==> config.mk <==
export PLATFORM = sky130hd
export DESIGN_NAME = positional_byte_list_top_flat
export DESIGN_NICKNAME = d
export VERILOG_FILES = /design/src/design/pbl_pkg.sv /design/src/design/pbl_req_if.sv /design/src/design/pbl_rsp_if.sv /design/src/design/positional_byte_list_top.sv /design/src/design/pbl_cells.sv /design/src/design/pbl_ctrl.sv /design/src/flat_wrapper.sv
export SDC_FILE = /design/constraint.sdc
export NUM_CORES = 1
export LEC_CHECK = 0
export ABC_CLOCK_PERIOD_IN_PS = 4900
export BUFFER_PORTS_ARGS = -buffer_cell sky130_fd_sc_hd__buf_2
export CAP_MARGIN = 5
export CORE_MARGIN = 5
export CORE_UTILIZATION = 55
export DETAILED_ROUTE_END_ITERATION = 7
export HOLD_SLACK_MARGIN = 0.1
export PLACE_DENSITY = 0.76
export SYNTH_ARGS = -nofsm -noshare
export SYNTH_HDL_FRONTEND = slang
export SYNTH_SLANG_ARGS = --single-unit
==> constraint.sdc <==
create_clock -name clk -period 4.9 [get_ports clk]
set_input_delay 0.735 -clock clk [delete_from_list [all_inputs] [get_ports clk]]
set_output_delay 0.735 -clock clk [all_outputs]
set_load 0.05 [all_outputs]
==> src/design/pbl_pkg.sv <==
// Shared types and constants for the positional byte list.
package pbl_pkg;

	localparam int CAPACITY_DEF = 16;
	localparam int DATA_W = 8;
	localparam int POS_W = 8;
	localparam int STATUS_W = 2;

	typedef enum logic [2:0] {
		ACT_APPEND    = 3'd0,
		ACT_FRONT     = 3'd1,
		ACT_AT_POS    = 3'd2,
		ACT_POP_BACK  = 3'd3,
		ACT_POP_FRONT = 3'd4
	} action_t;

	localparam logic [STATUS_W-1:0] ST_OK    = 2'd0;
	localparam logic [STATUS_W-1:0] ST_EMPTY = 2'd1;
	localparam logic [STATUS_W-1:0] ST_FULL  = 2'd2;
	localparam logic [STATUS_W-1:0] ST_POS   = 2'd3;

	typedef struct packed {
		logic ins;
		logic pop_front;
	} cell_cmd_t;

endpackage

==> src/design/pbl_req_if.sv <==
// Request channel: action, byte and insert position.
interface pbl_req_if;
	logic       valid;
	logic       ready;
	logic [2:0] action;
	logic [7:0] data_in;
	logic [7:0] position;

	modport source (output valid, action, data_in, position, input ready);
	modport sink (input valid, action, data_in, position, output ready);
endinterface

==> src/design/pbl_rsp_if.sv <==
// Result channel: removed byte, status and element count.
interface pbl_rsp_if #(
	parameter int CNT_W = 5
);
	logic             valid;
	logic             ready;
	logic [7:0]       data_out;
	logic [1:0]       status;
	logic [CNT_W-1:0] count;

	modport source (output valid, data_out, status, count, input ready);
	modport sink (input valid, data_out, status, count, output ready);
endinterface

==> src/design/positional_byte_list_top.sv <==
// Top level of the positional byte list.
// A request is held in the request register and its result in the result register.
// Throughput: one request per cycle while rsp.ready holds; each request is done in one
// pass through the decode and shift logic between the request and result registers.
// Reset clears the element count and both valid flags; cell contents stay
// undefined until written and are never read before that.
module positional_byte_list_top import pbl_pkg::*; #(
	parameter int CAPACITY = CAPACITY_DEF
) (
	input  logic      clk,
	input  logic      arst_n,
	pbl_req_if.sink   req,
	pbl_rsp_if.source rsp
);

	localparam int IDX_W = $clog2(CAPACITY);
	localparam int CNT_W = $clog2(CAPACITY + 1);

	logic                valid_s1;
	logic [2:0]          action_s1;
	logic [DATA_W-1:0]   data_s1;
	logic [POS_W-1:0]    position_s1;
	logic                out_valid_q;
	logic [DATA_W-1:0]   dout_q;
	logic [STATUS_W-1:0] status_q;
	logic [CNT_W-1:0]    count_out_q;
	logic                advance;

	cell_cmd_t           cmd;
	logic [IDX_W-1:0]    idx;
	logic [IDX_W-1:0]    back_idx;
	logic [CNT_W-1:0]    count;
	logic [DATA_W-1:0]   front;
	logic [DATA_W-1:0]   back;
	logic [DATA_W-1:0]   dout;
	logic [STATUS_W-1:0] status;
	logic [CNT_W-1:0]    count_next;

	assign advance   = valid_s1 && (!out_valid_q || rsp.ready);
	assign req.ready = !valid_s1 || advance;

	always_ff @(posedge clk or negedge arst_n) begin
		if (!arst_n) begin
			valid_s1 <= 1'b0;
		end else if (req.ready) begin
			valid_s1 <= req.valid;
		end
	end

	always_ff @(posedge clk) begin
		if (req.valid && req.ready) begin
			action_s1   <= req.action;
			data_s1     <= req.data_in;
			position_s1 <= req.position;
		end
	end

	pbl_ctrl #(
		.CAPACITY(CAPACITY),
		.IDX_W   (IDX_W),
		.CNT_W   (CNT_W)
	) u_ctrl (
		.clk       (clk),
		.arst_n    (arst_n),
		.fire      (advance),
		.action    (action_s1),
		.position  (position_s1),
		.front     (front),
		.back      (back),
		.cmd       (cmd),
		.idx       (idx),
		.back_idx  (back_idx),
		.count     (count),
		.dout      (dout),
		.status    (status),
		.count_next(count_next)
	);

	pbl_cells #(
		.CAPACITY(CAPACITY),
		.IDX_W   (IDX_W),
		.CNT_W   (CNT_W)
	) u_cells (
		.clk     (clk),
		.cmd     (cmd),
		.idx     (idx),
		.data    (data_s1),
		.count   (count),
		.back_idx(back_idx),
		.front   (front),
		.back    (back)
	);

	always_ff @(posedge clk or negedge arst_n) begin
		if (!arst_n) begin
			out_valid_q <= 1'b0;
		end else if (advance) begin
			out_valid_q <= 1'b1;
		end else if (rsp.ready) begin
			out_valid_q <= 1'b0;
		end
	end

	always_ff @(posedge clk) begin
		if (advance) begin
			dout_q      <= dout;
			status_q    <= status;
			count_out_q <= count_next;
		end
	end

	assign rsp.valid    = out_valid_q;
	assign rsp.data_out = dout_q;
	assign rsp.status   = status_q;
	assign rsp.count    = count_out_q;

endmodule

==> src/design/pbl_cells.sv <==
// Row of byte cells that shift in parallel on insert and front removal.
module pbl_cells import pbl_pkg::*; #(
	parameter int CAPACITY = CAPACITY_DEF,
	parameter int IDX_W = $clog2(CAPACITY),
	parameter int CNT_W = $clog2(CAPACITY + 1)
) (
	input  logic              clk,
	input  cell_cmd_t         cmd,
	input  logic [IDX_W-1:0]  idx,
	input  logic [DATA_W-1:0] data,
	input  logic [CNT_W-1:0]  count,
	input  logic [IDX_W-1:0]  back_idx,
	output logic [DATA_W-1:0] front,
	output logic [DATA_W-1:0] back
);

	logic [DATA_W-1:0] cell_q [CAPACITY];

	assign front = cell_q[0];
	assign back  = cell_q[back_idx];

	for (genvar i = 0; i < CAPACITY; i++) begin : g_cell
		if (i == 0) begin : g_first
			always_ff @(posedge clk) begin
				if (cmd.ins && idx == IDX_W'(0)) begin
					cell_q[i] <= data;
				end else if (cmd.pop_front && CNT_W'(i + 1) < count) begin
					cell_q[i] <= cell_q[i+1];
				end
			end
		end else if (i == CAPACITY - 1) begin : g_last
			always_ff @(posedge clk) begin
				if (cmd.ins && idx == IDX_W'(i)) begin
					cell_q[i] <= data;
				end else if (cmd.ins && IDX_W'(i) > idx && CNT_W'(i) <= count) begin
					cell_q[i] <= cell_q[i-1];
				end
			end
		end else begin : g_mid
			always_ff @(posedge clk) begin
				if (cmd.ins && idx == IDX_W'(i)) begin
					cell_q[i] <= data;
				end else if (cmd.ins && IDX_W'(i) > idx && CNT_W'(i) <= count) begin
					cell_q[i] <= cell_q[i-1];
				end else if (cmd.pop_front && CNT_W'(i + 1) < count) begin
					cell_q[i] <= cell_q[i+1];
				end
			end
		end
	end

endmodule

==> src/design/pbl_ctrl.sv <==
// Request decode, insert index, status, and element count register.
module pbl_ctrl import pbl_pkg::*; #(
	parameter int CAPACITY = CAPACITY_DEF,
	parameter int IDX_W = $clog2(CAPACITY),
	parameter int CNT_W = $clog2(CAPACITY + 1)
) (
	input  logic                clk,
	input  logic                arst_n,
	input  logic                fire,
	input  logic [2:0]          action,
	input  logic [POS_W-1:0]    position,
	input  logic [DATA_W-1:0]   front,
	input  logic [DATA_W-1:0]   back,
	output cell_cmd_t           cmd,
	output logic [IDX_W-1:0]    idx,
	output logic [IDX_W-1:0]    back_idx,
	output logic [CNT_W-1:0]    count,
	output logic [DATA_W-1:0]   dout,
	output logic [STATUS_W-1:0] status,
	output logic [CNT_W-1:0]    count_next
);

	logic [CNT_W-1:0] count_q;
	logic             full;
	logic             empty;
	logic [POS_W-1:0] pos_m1;
	logic [POS_W-1:0] cnt_ext;
	logic [POS_W-1:0] pos_idx;

	assign count    = count_q;
	assign full     = count_q == CNT_W'(CAPACITY);
	assign empty    = count_q == '0;
	assign pos_m1   = position - POS_W'(1);
	assign cnt_ext  = POS_W'(count_q);
	assign pos_idx  = (pos_m1 > cnt_ext) ? cnt_ext : pos_m1;
	assign back_idx = IDX_W'(count_q - CNT_W'(1));

	always_comb begin
		cmd        = '0;
		idx        = '0;
		dout       = '0;
		status     = ST_OK;
		count_next = count_q;
		case (action)
			ACT_APPEND, ACT_FRONT, ACT_AT_POS: begin
				if (action == ACT_AT_POS && position == '0) begin
					status = ST_POS;
				end else if (full) begin
					status = ST_FULL;
				end else begin
					cmd.ins    = 1'b1;
					count_next = count_q + CNT_W'(1);
					case (action)
						ACT_APPEND: idx = IDX_W'(count_q);
						ACT_FRONT:  idx = '0;
						default:    idx = IDX_W'(pos_idx);
					endcase
				end
			end
			ACT_POP_BACK: begin
				if (empty) begin
					status = ST_EMPTY;
				end else begin
					dout       = back;
					count_next = count_q - CNT_W'(1);
				end
			end
			ACT_POP_FRONT: begin
				if (empty) begin
					status = ST_EMPTY;
				end else begin
					cmd.pop_front = 1'b1;
					dout          = front;
					count_next    = count_q - CNT_W'(1);
				end
			end
			default: begin
			end
		endcase
		if (!fire) begin
			cmd = '0;
		end
	end

	always_ff @(posedge clk or negedge arst_n) begin
		if (!arst_n) begin
			count_q <= '0;
		end else if (fire) begin
			count_q <= count_next;
		end
	end

endmodule
==> src/flat_wrapper.sv <==
// flat-port wrapper written by rule: the top's interface ports become plain ports
module positional_byte_list_top_flat import pbl_pkg::*;
#(
	parameter int CAPACITY = CAPACITY_DEF
)
  (clk, arst_n, req_valid, req_action, req_data_in, req_position, req_ready, rsp_valid, rsp_data_out, rsp_status, rsp_count, rsp_ready);
  pbl_req_if req_i ();
  pbl_rsp_if rsp_i ();
  input  logic clk;
  input  logic arst_n;
  input wire logic [$bits(req_i.valid)-1:0] req_valid;
  input wire logic [$bits(req_i.action)-1:0] req_action;
  input wire logic [$bits(req_i.data_in)-1:0] req_data_in;
  input wire logic [$bits(req_i.position)-1:0] req_position;
  output wire logic [$bits(req_i.ready)-1:0] req_ready;
  output wire logic [$bits(rsp_i.valid)-1:0] rsp_valid;
  output wire logic [$bits(rsp_i.data_out)-1:0] rsp_data_out;
  output wire logic [$bits(rsp_i.status)-1:0] rsp_status;
  output wire logic [$bits(rsp_i.count)-1:0] rsp_count;
  input wire logic [$bits(rsp_i.ready)-1:0] rsp_ready;
  assign req_i.valid = req_valid;
  assign req_i.action = req_action;
  assign req_i.data_in = req_data_in;
  assign req_i.position = req_position;
  assign req_ready = req_i.ready;
  assign rsp_valid = rsp_i.valid;
  assign rsp_data_out = rsp_i.data_out;
  assign rsp_status = rsp_i.status;
  assign rsp_count = rsp_i.count;
  assign rsp_i.ready = rsp_ready;
  positional_byte_list_top #(.CAPACITY(CAPACITY)) u_core (.clk(clk), .arst_n(arst_n), .req(req_i), .rsp(rsp_i));
endmodule
Yosys cells after proc, flatten, opt, wreduce, memory -nomap -nowiden
Memory sizes are Yosys's and may differ from the RTL's. Index checks and enable logic that the tools add are counted.

Flip-flop bits (word level): 41. Bits in writable memories: 128. Bits of input ports: 23. Logic and storage cells: 374. Memories kept: 1.

Memory list: u_core.u_cells.cell_q (depth 16, bits a word 8, read ports 17, clocked after memory_dff 0, write ports 16, line pbl_cells.sv:17) `logic [DATA_W-1:0] cell_q [CAPACITY];`.

Add/subtract/negate cells: 3. $lt $le $gt $ge: 46. Equality and inequality tests: 20. Multiplexer cells: 190. Bitwise gates (word level): 30. Reduce and logical (&&, ||, !) cells: 75.

Operators by type and width (number): $mux 8 (32); $mux 1 (144); $logic_and 1x1->1 (64); $le 4x5->1 const A (8); $lt 4x5->1 const A (8); $eq 4x4->1 const B (8); $gt 4x4->1 const A (8); $or 1x1->1 (30); $le 3x5->1 const A (4); $lt 3x5->1 const A (4); $eq 4x3->1 const B (4); $gt 3x4->1 const A (4); $mux 4 (4); $pmux 8 s2 (1); $mux 5 (3); $le 2x5->1 const A (2); $lt 2x5->1 const A (2); $pmux 5 s2 (1); $eq 4x2->1 const B (2); $gt 2x4->1 const A (2); $gt 8x5->1 (1); $logic_not 8->1 (1); $pmux 4 s2 (1); $sub 8x1->8 const B (1); 20 further kinds (25).

Logic depth before layout (Yosys ltp)
Gate-level depths: netlist of the first run.

Depth in word-level cells: 15. Mapped depth: 16. Depth with buffers taken out: 14.

By module
Synthesis of the first run repeated with hierarchy kept, for this count alone.

Cells, all modules: 844. Area, all modules: 10709.0 µm².

Modules (own cells, without submodules): pbl_cells (instances 1, cells each 646, area an instance 8435.6 µm², sequential area each 3843.7 µm²); pbl_ctrl (instances 1, cells each 156, area an instance 1148.6 µm², sequential area each 125.1 µm²); positional_byte_list_top (instances 1, cells each 42, area an instance 1124.8 µm², sequential area each 1071.0 µm²).

Least setup slack after synthesis of the first run
No wires, ideal clock.

Kind: register -> register. Start: register u_core.position_s1[2]. End: memory u_core.u_cells.cell_q[2][0], enable pin. Arrival: 3993 ps. Data required time: 4496 ps. Setup slack: 503 ps. Cell stages (with the launch flop): 12. Buffers on the path: 1. Cell sequence: edfxtp_1 > or4_4 > nand2_1 > ha_1 > nand4_1 > nor2_1 > a211oi_1 > or3_4 > mux2i_2 > buf_2 > nand3_1 > o311ai_0.

RTL lines: start, declared (line positional_byte_list_top.sv:22) `logic [POS_W-1:0] position_s1;`; start signal, assigned (line positional_byte_list_top.sv:54) `position_s1 <= req.position;`; end, declared (line pbl_cells.sv:17).

==> run summary, run 1 <==
Status: completed
Ant. Diodes: 0
Leakage: 4.37 nW
Final worst setup slack: 0.308 ns
Fin crit period: 4.59 ns
Crit path max fanout: 13
Global-route wire length before repair: 45,300 um
Pwr dens: 517 mW/mm^2
Largest family of logic cells by synthesized area: multiplexers
Synthesis-to-finish area growth: 11.9%
Die height: 146 um
GR peak layer: met2
Worst R2R Setup Slack: 0.31 ns
M1 GR Usage: 37.3%
H-tree Lvls: 4
Post-Synthesis Cells: 916
FMAX: 218 MHz
Rows: 49
Largest net degree at the start of global routing: 30
Peak supply drop: 310 uV
Critical path capture point type: register
Worst hold-check path type: in2async
Post-synthesis simple-gate area fraction: 12.9%
Post-synthesis mux area share: 19.3%
Max-slew violations: 0
Syn Std Cell Area: 0.0101 sq mm
Total grt overflow: 0
Adder-Cell Fraction of Synth Area: 1.36%
Cell taking the most area after synthesis: edfxtp_1
Die Width: 146 um
Share of the synthesized area in the top cell type: 48.1%
Post-synthesis sequential area ratio: 49.8%
Routed wire length per instance: 24.5 um
Number of enable flip-flop cells after synthesis: 162
Routability congestion estimate from global placement: 0.971
Io pins: 40
Clock skew: 0.0131 ns
R2r startpoint: u_core.position_s1[2]$_DFFE_PP_
Met2 Usage GRT: 44.1%
Die area: 0.0212 sq mm
Unrepaired setup endpoints after global routing: false
Nets: 980
Setup TNS: 0 ns
Most common cell after layout, fill and taps aside: edfxtp_1
DRC: 0
Post-route ant nets: 0
Fin util: 62.8%
Worst EP required: 5.06 ns
Longest Clk Path Bufs: 2
Fin crit share: 93.7%
Avg Inst Size Synth: 11.0 sq um
Synth cell types: 65
Crit Path Class: reg2reg
Post-synth net total: 950
Layout cell share with drive strength beyond 1: 17.7%
Slew headroom: 23.9%
WL final: 29,100 um
Setup bufs post-CTS: 0
CTS buffer count: 17
PortBufs: 39
Async set-reset flop share out of synthesis: 4.14%
FF+latch count, synth: 169
Critical path startpoint category: register
XOR/XNOR Fraction of Synth Area: 0.865%
Synth area leaders: edfxtp_1, mux2i_1, mux4_2, a21oi_1, nor2_1
Final Hold Fails: 0
Commonest cells after routing, fill and taps aside: edfxtp_1, nor2_1, mux2i_1
Via count: 7,964
Core Region: 0.0180 sq mm
Met3 usage: 5.70%
Synth Area in Compound Gates: 12.9%
Critical Path AT: 4.75 ns
Synth warnings: 0
Max cap viols: 0
Worst R2R Path Depth: 13
Clock sink count: 169
Synth Flop Type: edfxtp_1
CTS tree: done
Initial core utilization: 56.1%
Initial antenna violation count: 0
DRT Pass-1 Iters: 5
R2R Path End: u_core.u_cells.cell_q[7][5]$_DFFE_PP_
Place WS: 0.198 ns
DRT iter0 DRCs: 1,079
Clock root buffer: clkbuf_16
Worst-Margin Slew: 1.13 ns
Number of global-route vias before repair: 7,779
Setup Viol. Count Final: 0
Clock latency on the worst-skew pair: 0.44 ns
Total Routing Usage GR: 27.3%
Post-detail-place hpwl: 20,300 um
Routed vias/inst: 6.71
Clk pin slew, worst setup/hold paths: 0.07 ns
==> worst max-delay path: stages (launching register included) <==
cell and delay, ns:
edfxtp_1 0.46, or4_4 0.56, nand2_1 0.17, ha_1 0.29, nand4_1 0.10, nor2_1 0.07
a211oi_1 0.60, or3_4 0.32, mux2i_2 0.34, buf_4 0.27, nor2b_1 0.12, a211oi_4 0.64
mux2i_1 0.29, a21oi_1 0.09
==> worst max path at each step <==
stage / start / to / slack [ns] / cells past startpoint
2_1_floorplan: u_core.position_s1[2]$_DFFE_PP_ / u_core.u_cells.cell_q[2][0]$_DFFE_PP_ / 0.50 / 11
3_3_place_gp: u_core.position_s1[2]$_DFFE_PP_ / u_core.u_cells.cell_q[5][0]$_DFFE_PP_ / 0.37 / 11
3_5_place_dp: u_core.position_s1[0]$_DFFE_PP_ / u_core.u_cells.cell_q[5][7]$_DFFE_PP_ / 0.20 / 11
4_1_cts: u_core.position_s1[2]$_DFFE_PP_ / u_core.u_cells.cell_q[14][3]$_DFFE_PP_ / 0.08 / 10
5_1_grt: u_core.position_s1[0]$_DFFE_PP_ / u_core.u_cells.cell_q[5][1]$_DFFE_PP_ / 0.07 / 11
6_report: u_core.position_s1[2]$_DFFE_PP_ / u_core.u_cells.cell_q[7][5]$_DFFE_PP_ / 0.31 / 13
==> Yosys cell counts (2+ instances only) <==
| master | count |
|---|---|
| nor2_1 | 127 |
| nor3_1 | 4 |
| nor2b_1 | 5 |
| nand3b_1 | 11 |
| o22ai_1 | 8 |
| buf_2 | 6 |
| nor3b_1 | 2 |
| mux2_2 | 16 |
| o21bai_1 | 4 |
| nand3_1 | 20 |
| buf_1 | 7 |
| a32o_1 | 8 |
| xor2_1 | 3 |
| xnor2_1 | 7 |
| o21ai_1 | 4 |
| a21o_1 | 6 |
| inv_1 | 12 |
| dfrtp_1 | 7 |
| nand2_1 | 94 |
| a211o_1 | 4 |
| a21oi_1 | 102 |
| and3_1 | 3 |
| o21ai_0 | 44 |
| nor4_1 | 2 |
| mux4_2 | 32 |
| edfxtp_1 | 162 |
| a211oi_1 | 3 |
| ha_1 | 11 |
| and2_1 | 3 |
| o31ai_1 | 5 |
| mux2i_1 | 104 |
| nand4_1 | 2 |
| o221ai_1 | 3 |
| clkbuf_1 | 44 |
| nor4b_1 | 2 |
| a31oi_1 | 3 |
| nand2b_1 | 7 |
| o211ai_1 | 2 |
==> cells by family after synthesis <==
family	after synthesis
AOI/OAI and AO/OA	210
xor gates and xnor gates	10
adders and majority gates	11
buffers and inverters	72
DFF	169
muxes	153
and+or+nand+nor	291
==> state kept, by name, summed over array words and instances, names as in the netlist <==
name	count
u_core.rsp.count	5
u_core.action_s1	3
u_core.u_ctrl.count	5
u_core.rsp.status	2
u_core.rsp.valid	1
u_core.position_s1	8
u_core.rsp.data_out	8
u_core.u_cells.cell_q	128
u_core.data_s1	8
u_core.valid_s1	1
==> through the flow <==
step	hold WS (ns)	area [sq um]	total power, mW	std cells
final	0.120	11300	5.86	1187
after global routing	0.123	11300	6.09	1187
after CTS	0.115	11300	5.82	1187
after detailed placement	0.486	10600	4.30	1156
after global placement	0.475	10600	4.24	1156
after floorplan	0.439	10100	3.61	916
==> metal layers <==
metal,wire (um),up-vias,part of all wire (%)
met5,0,-,0
met4,855,0,2.9
met3,3090,73,11
met2,14000,497,48
met1,11200,3877,38
li1,-,3517,-
==> layout make-up <==
class,instances,area (sq um)
clock buffers,17,425
clock inverters,14,238
fillers,1422,6700
inverters,13,48.8
multi-input cells,675,4840
flip-flops and latches,169,5040
well taps,229,287
repair buffers,70,440
==> repair_timing <==
action | 4_1_cts | 5_1_grt
hold buffers | 0 | 0
gates resized for setup | 0 | 2
setup endpoints to repair | 0 | 42
hold endpoints to repair | 0 | 0
==> power by group <==
part           internal (mW)  switching (mW)
clock network          0.918           0.605
logic                  0.899            1.38
registers               1.85           0.207
total                   3.67            2.19
Note: power is estimated with default switching activity, not from simulation.
==> run 2, diff against run 1 <==
Settings changed: BUFFER_PORTS_ARGS -buffer_cell sky130_fd_sc_hd__buf_2 to -buffer_cell sky130_fd_sc_hd__buf_4.
==> run 2 against run 1 <==
Core utilization increased by 0.17 points. Count of clock-buffer cells in the layout unchanged. Worst hold slack improved by 0.34 ns. Die area unchanged. Critical path depth decreased by 2. Fmax increased by 3.3%. Non-clock buffer count increased by 2. Highest routed layer is now met5. Sequential share of layout area decreased by 0.12 points. Global-route usage decreased by 0.85 points.
==> run summary, run 2 (synthesis gave the netlist of run 1 again) <==
Status: completed
Total grt overflow: 0 (unchanged)
CTS tree: done
Leakage: 4.38 nW (+0.28%)
Fin util: 63.0% (+0.17 points)
Design area: 0.0114 sq mm (+0.28%)
Slew headroom: 21.6% (-2.3 points)
Layout cell share with drive strength beyond 1: 17.8% (+0.049 points)
DRT Pass-1 Iters: 6 (+1)
Critical path startpoint category: register
Initial antenna violation count: 0 (unchanged)
Global-route wire length before repair: 43,800 um (-3.3%)
Clk pin slew, worst setup/hold paths: 0.07 ns (about the same)
Critical Path, Cell by Cell: or4_4 -> nand2_1 -> ha_1 -> nand4_1 -> nor2_1 -> o21bai_1 -> or3_4 -> o311ai_2 -> buf_4 -> o31ai_2 -> nand3_1
Crit path max fanout: 9 (-4)
Final Hold Fails: 0 (unchanged)
Max cap viols: 0 (unchanged)
FMAX: 225 MHz (+3.3%)
Top reg by flops: u_core.u_cells.cell_q
Unrepaired setup endpoints after global routing: false
Slowest-stage cell, CP: o31ai_2
Synthesis-to-finish area growth: 12.2%
Max-slew violations: 0 (unchanged)
WP buf/inv: 1 (unchanged)
Die height: 146 um (unchanged)
H-tree Lvls: 4 (unchanged)
Setup Viol. Count Final: 0 (unchanged)
Hold-fix buffers, CTS: 1 (+1)
Via count: 7,804 (-2.0%)
Tot Pwr: 5.70 mW (-2.6%)
Die area: 0.0212 sq mm (unchanged)
Placed cell area: 0.0107 sq mm (+0.85%)
PortBufs: 39 (unchanged)
Worst-Margin Slew: 1.17 ns (+0.0343 ns)
Clock root buffer: clkbuf_16
Pwr dens: 502 mW/mm^2 (-2.8%)
Worst EP required: 4.94 ns (-0.12 ns)
WL final: 28,100 um (-3.4%)
Ant. Diodes: 0 (unchanged)
DRT iter0 DRCs: 1,012 (-6.2%)
Max reg flops: 128 (unchanged)
CTS buffer count: 17 (unchanged)
Die Width: 146 um (unchanged)
Io pins: 40 (unchanged)
Fin crit share: 90.8% (-3.0 points)
DRC: 0 (unchanged)
Rows: 49 (unchanged)
Number of gates resized after CTS: 0 (unchanged)
Post-detail-place hpwl: 20,100 um (-0.92%)
Worst hold-check path type: in2reg
Commonest cells after routing, fill and taps aside: edfxtp_1, nor2_1, mux2i_1
Fin crit period: 4.45 ns (-0.145 ns)
Routed vias/inst: 6.56 (-2.3%)
Nets: 982 (+0.20%)
Initial core utilization: 56.1% (unchanged)
Clock skew: 0.0118 ns (-0.00135 ns)
Largest net degree at the start of global routing: 30 (unchanged)
Longest Clk Path Bufs: 2 (unchanged)
Core Region: 0.0180 sq mm (unchanged)
Clock latency on the worst-skew pair: 0.44 ns (about the same)
Total Routing Usage GR: 26.5% (-0.85 points)
Peak supply drop: 300 uV (-3.3%)
Setup TNS: 0 ns (unchanged)
Delay-heaviest family, CP: simple AND/OR/NAND/NOR gates
Most common cell after layout, fill and taps aside: edfxtp_1
Clock sink count: 169 (unchanged)
Critical path capture point type: register
Number of global-route vias before repair: 7,533 (-3.2%)
Critical Path AT: 4.49 ns (-0.26 ns)
Routability congestion estimate from global placement: 1.03 (+6.2%)
Max incr delay on CP: 0.87 ns (+0.23 ns)
Post-route ant nets: 0 (unchanged)
Crit Path Class: reg2reg
Routed wire length per instance: 23.6 um (-3.7%)
Setup bufs post-CTS: 0 (unchanged)
-- run 2: metrics by stage --
step	setup slack (ns)	cells	hold WS, ns
6_report	0.453	1190	0.461
5_1_grt	0.178	1190	0.450
4_1_cts	0.465	1189	0.455
3_5_place_dp	0.462	1156	0.479
3_3_place_gp	0.563	1156	0.465
2_1_floorplan	0.503	916	0.439
-- run 2: worst reg2reg max path: stages, from the launching register on --
cell	delay, ns
edfxtp_1	0.45
or4_4	0.56
nand2_1	0.16
ha_1	0.28
nand4_1	0.08
nor2_1	0.06
o21bai_1	0.37
or3_4	0.26
o311ai_2	0.18
buf_4	0.25
o31ai_2	0.87
nand3_1	0.56
-- run 2: layout make-up --
class | instances | area [sq um]
fillers | 1435 | 6670
repair buffers | 72 | 556
clock buffers | 17 | 425
clock inverters | 15 | 180
well taps | 229 | 287
flip-flops and latches | 169 | 5040
inverters | 13 | 48.8
multi-input cells | 675 | 4820
-- run 2: power by group --
group	internal (mW)	leakage, nW	switching (mW)
Clock	0.730	0.296	0.651
Combinational	0.918	2.51	1.35
Sequential	1.85	1.58	0.211
Total	3.50	4.38	2.21
-- run 2: path summary, 6_finish.rpt --
| kind | from | to | slack, ns | cells after the start |
|---|---|---|---|---|
| max in group asynchronous | arst_n | u_core.u_ctrl.count[0]$_DFFE_PN0P_ | 4.13 | 2 |
| worst max-delay path | u_core.position_s1[2]$_DFFE_PP_ | u_core.u_cells.cell_q[14][1]$_DFFE_PP_ | 0.45 | 11 |
| worst min-delay path | req_data_in[3] | u_core.data_s1[3]$_DFFE_PP_ | 0.46 | 1 |
| min in group asynchronous | arst_n | u_core.valid_s1$_DFFE_PN0N_ | 0.64 | 2 |
| worst max register to register | u_core.position_s1[2]$_DFFE_PP_ | u_core.u_cells.cell_q[14][1]$_DFFE_PP_ | 0.45 | 11 |
| worst min register to register | u_core.valid_s1$_DFFE_PN0N_ | u_core.rsp.valid$_DFFE_PN0P_ | 0.50 | 1 |
-- run 2: per-layer routing --
metal / share of wire [%] / up-vias / wire (um) / GRT usage (%)
met5: 0.16 / - / 44 / 0
met4: 2.2 / 2 / 623 / 8.63
met3: 10 / 57 / 2950 / 6.85
met2: 48 / 450 / 13400 / 42.0
met1: 40 / 3782 / 11100 / 35.9
li1: - / 3513 / - / -
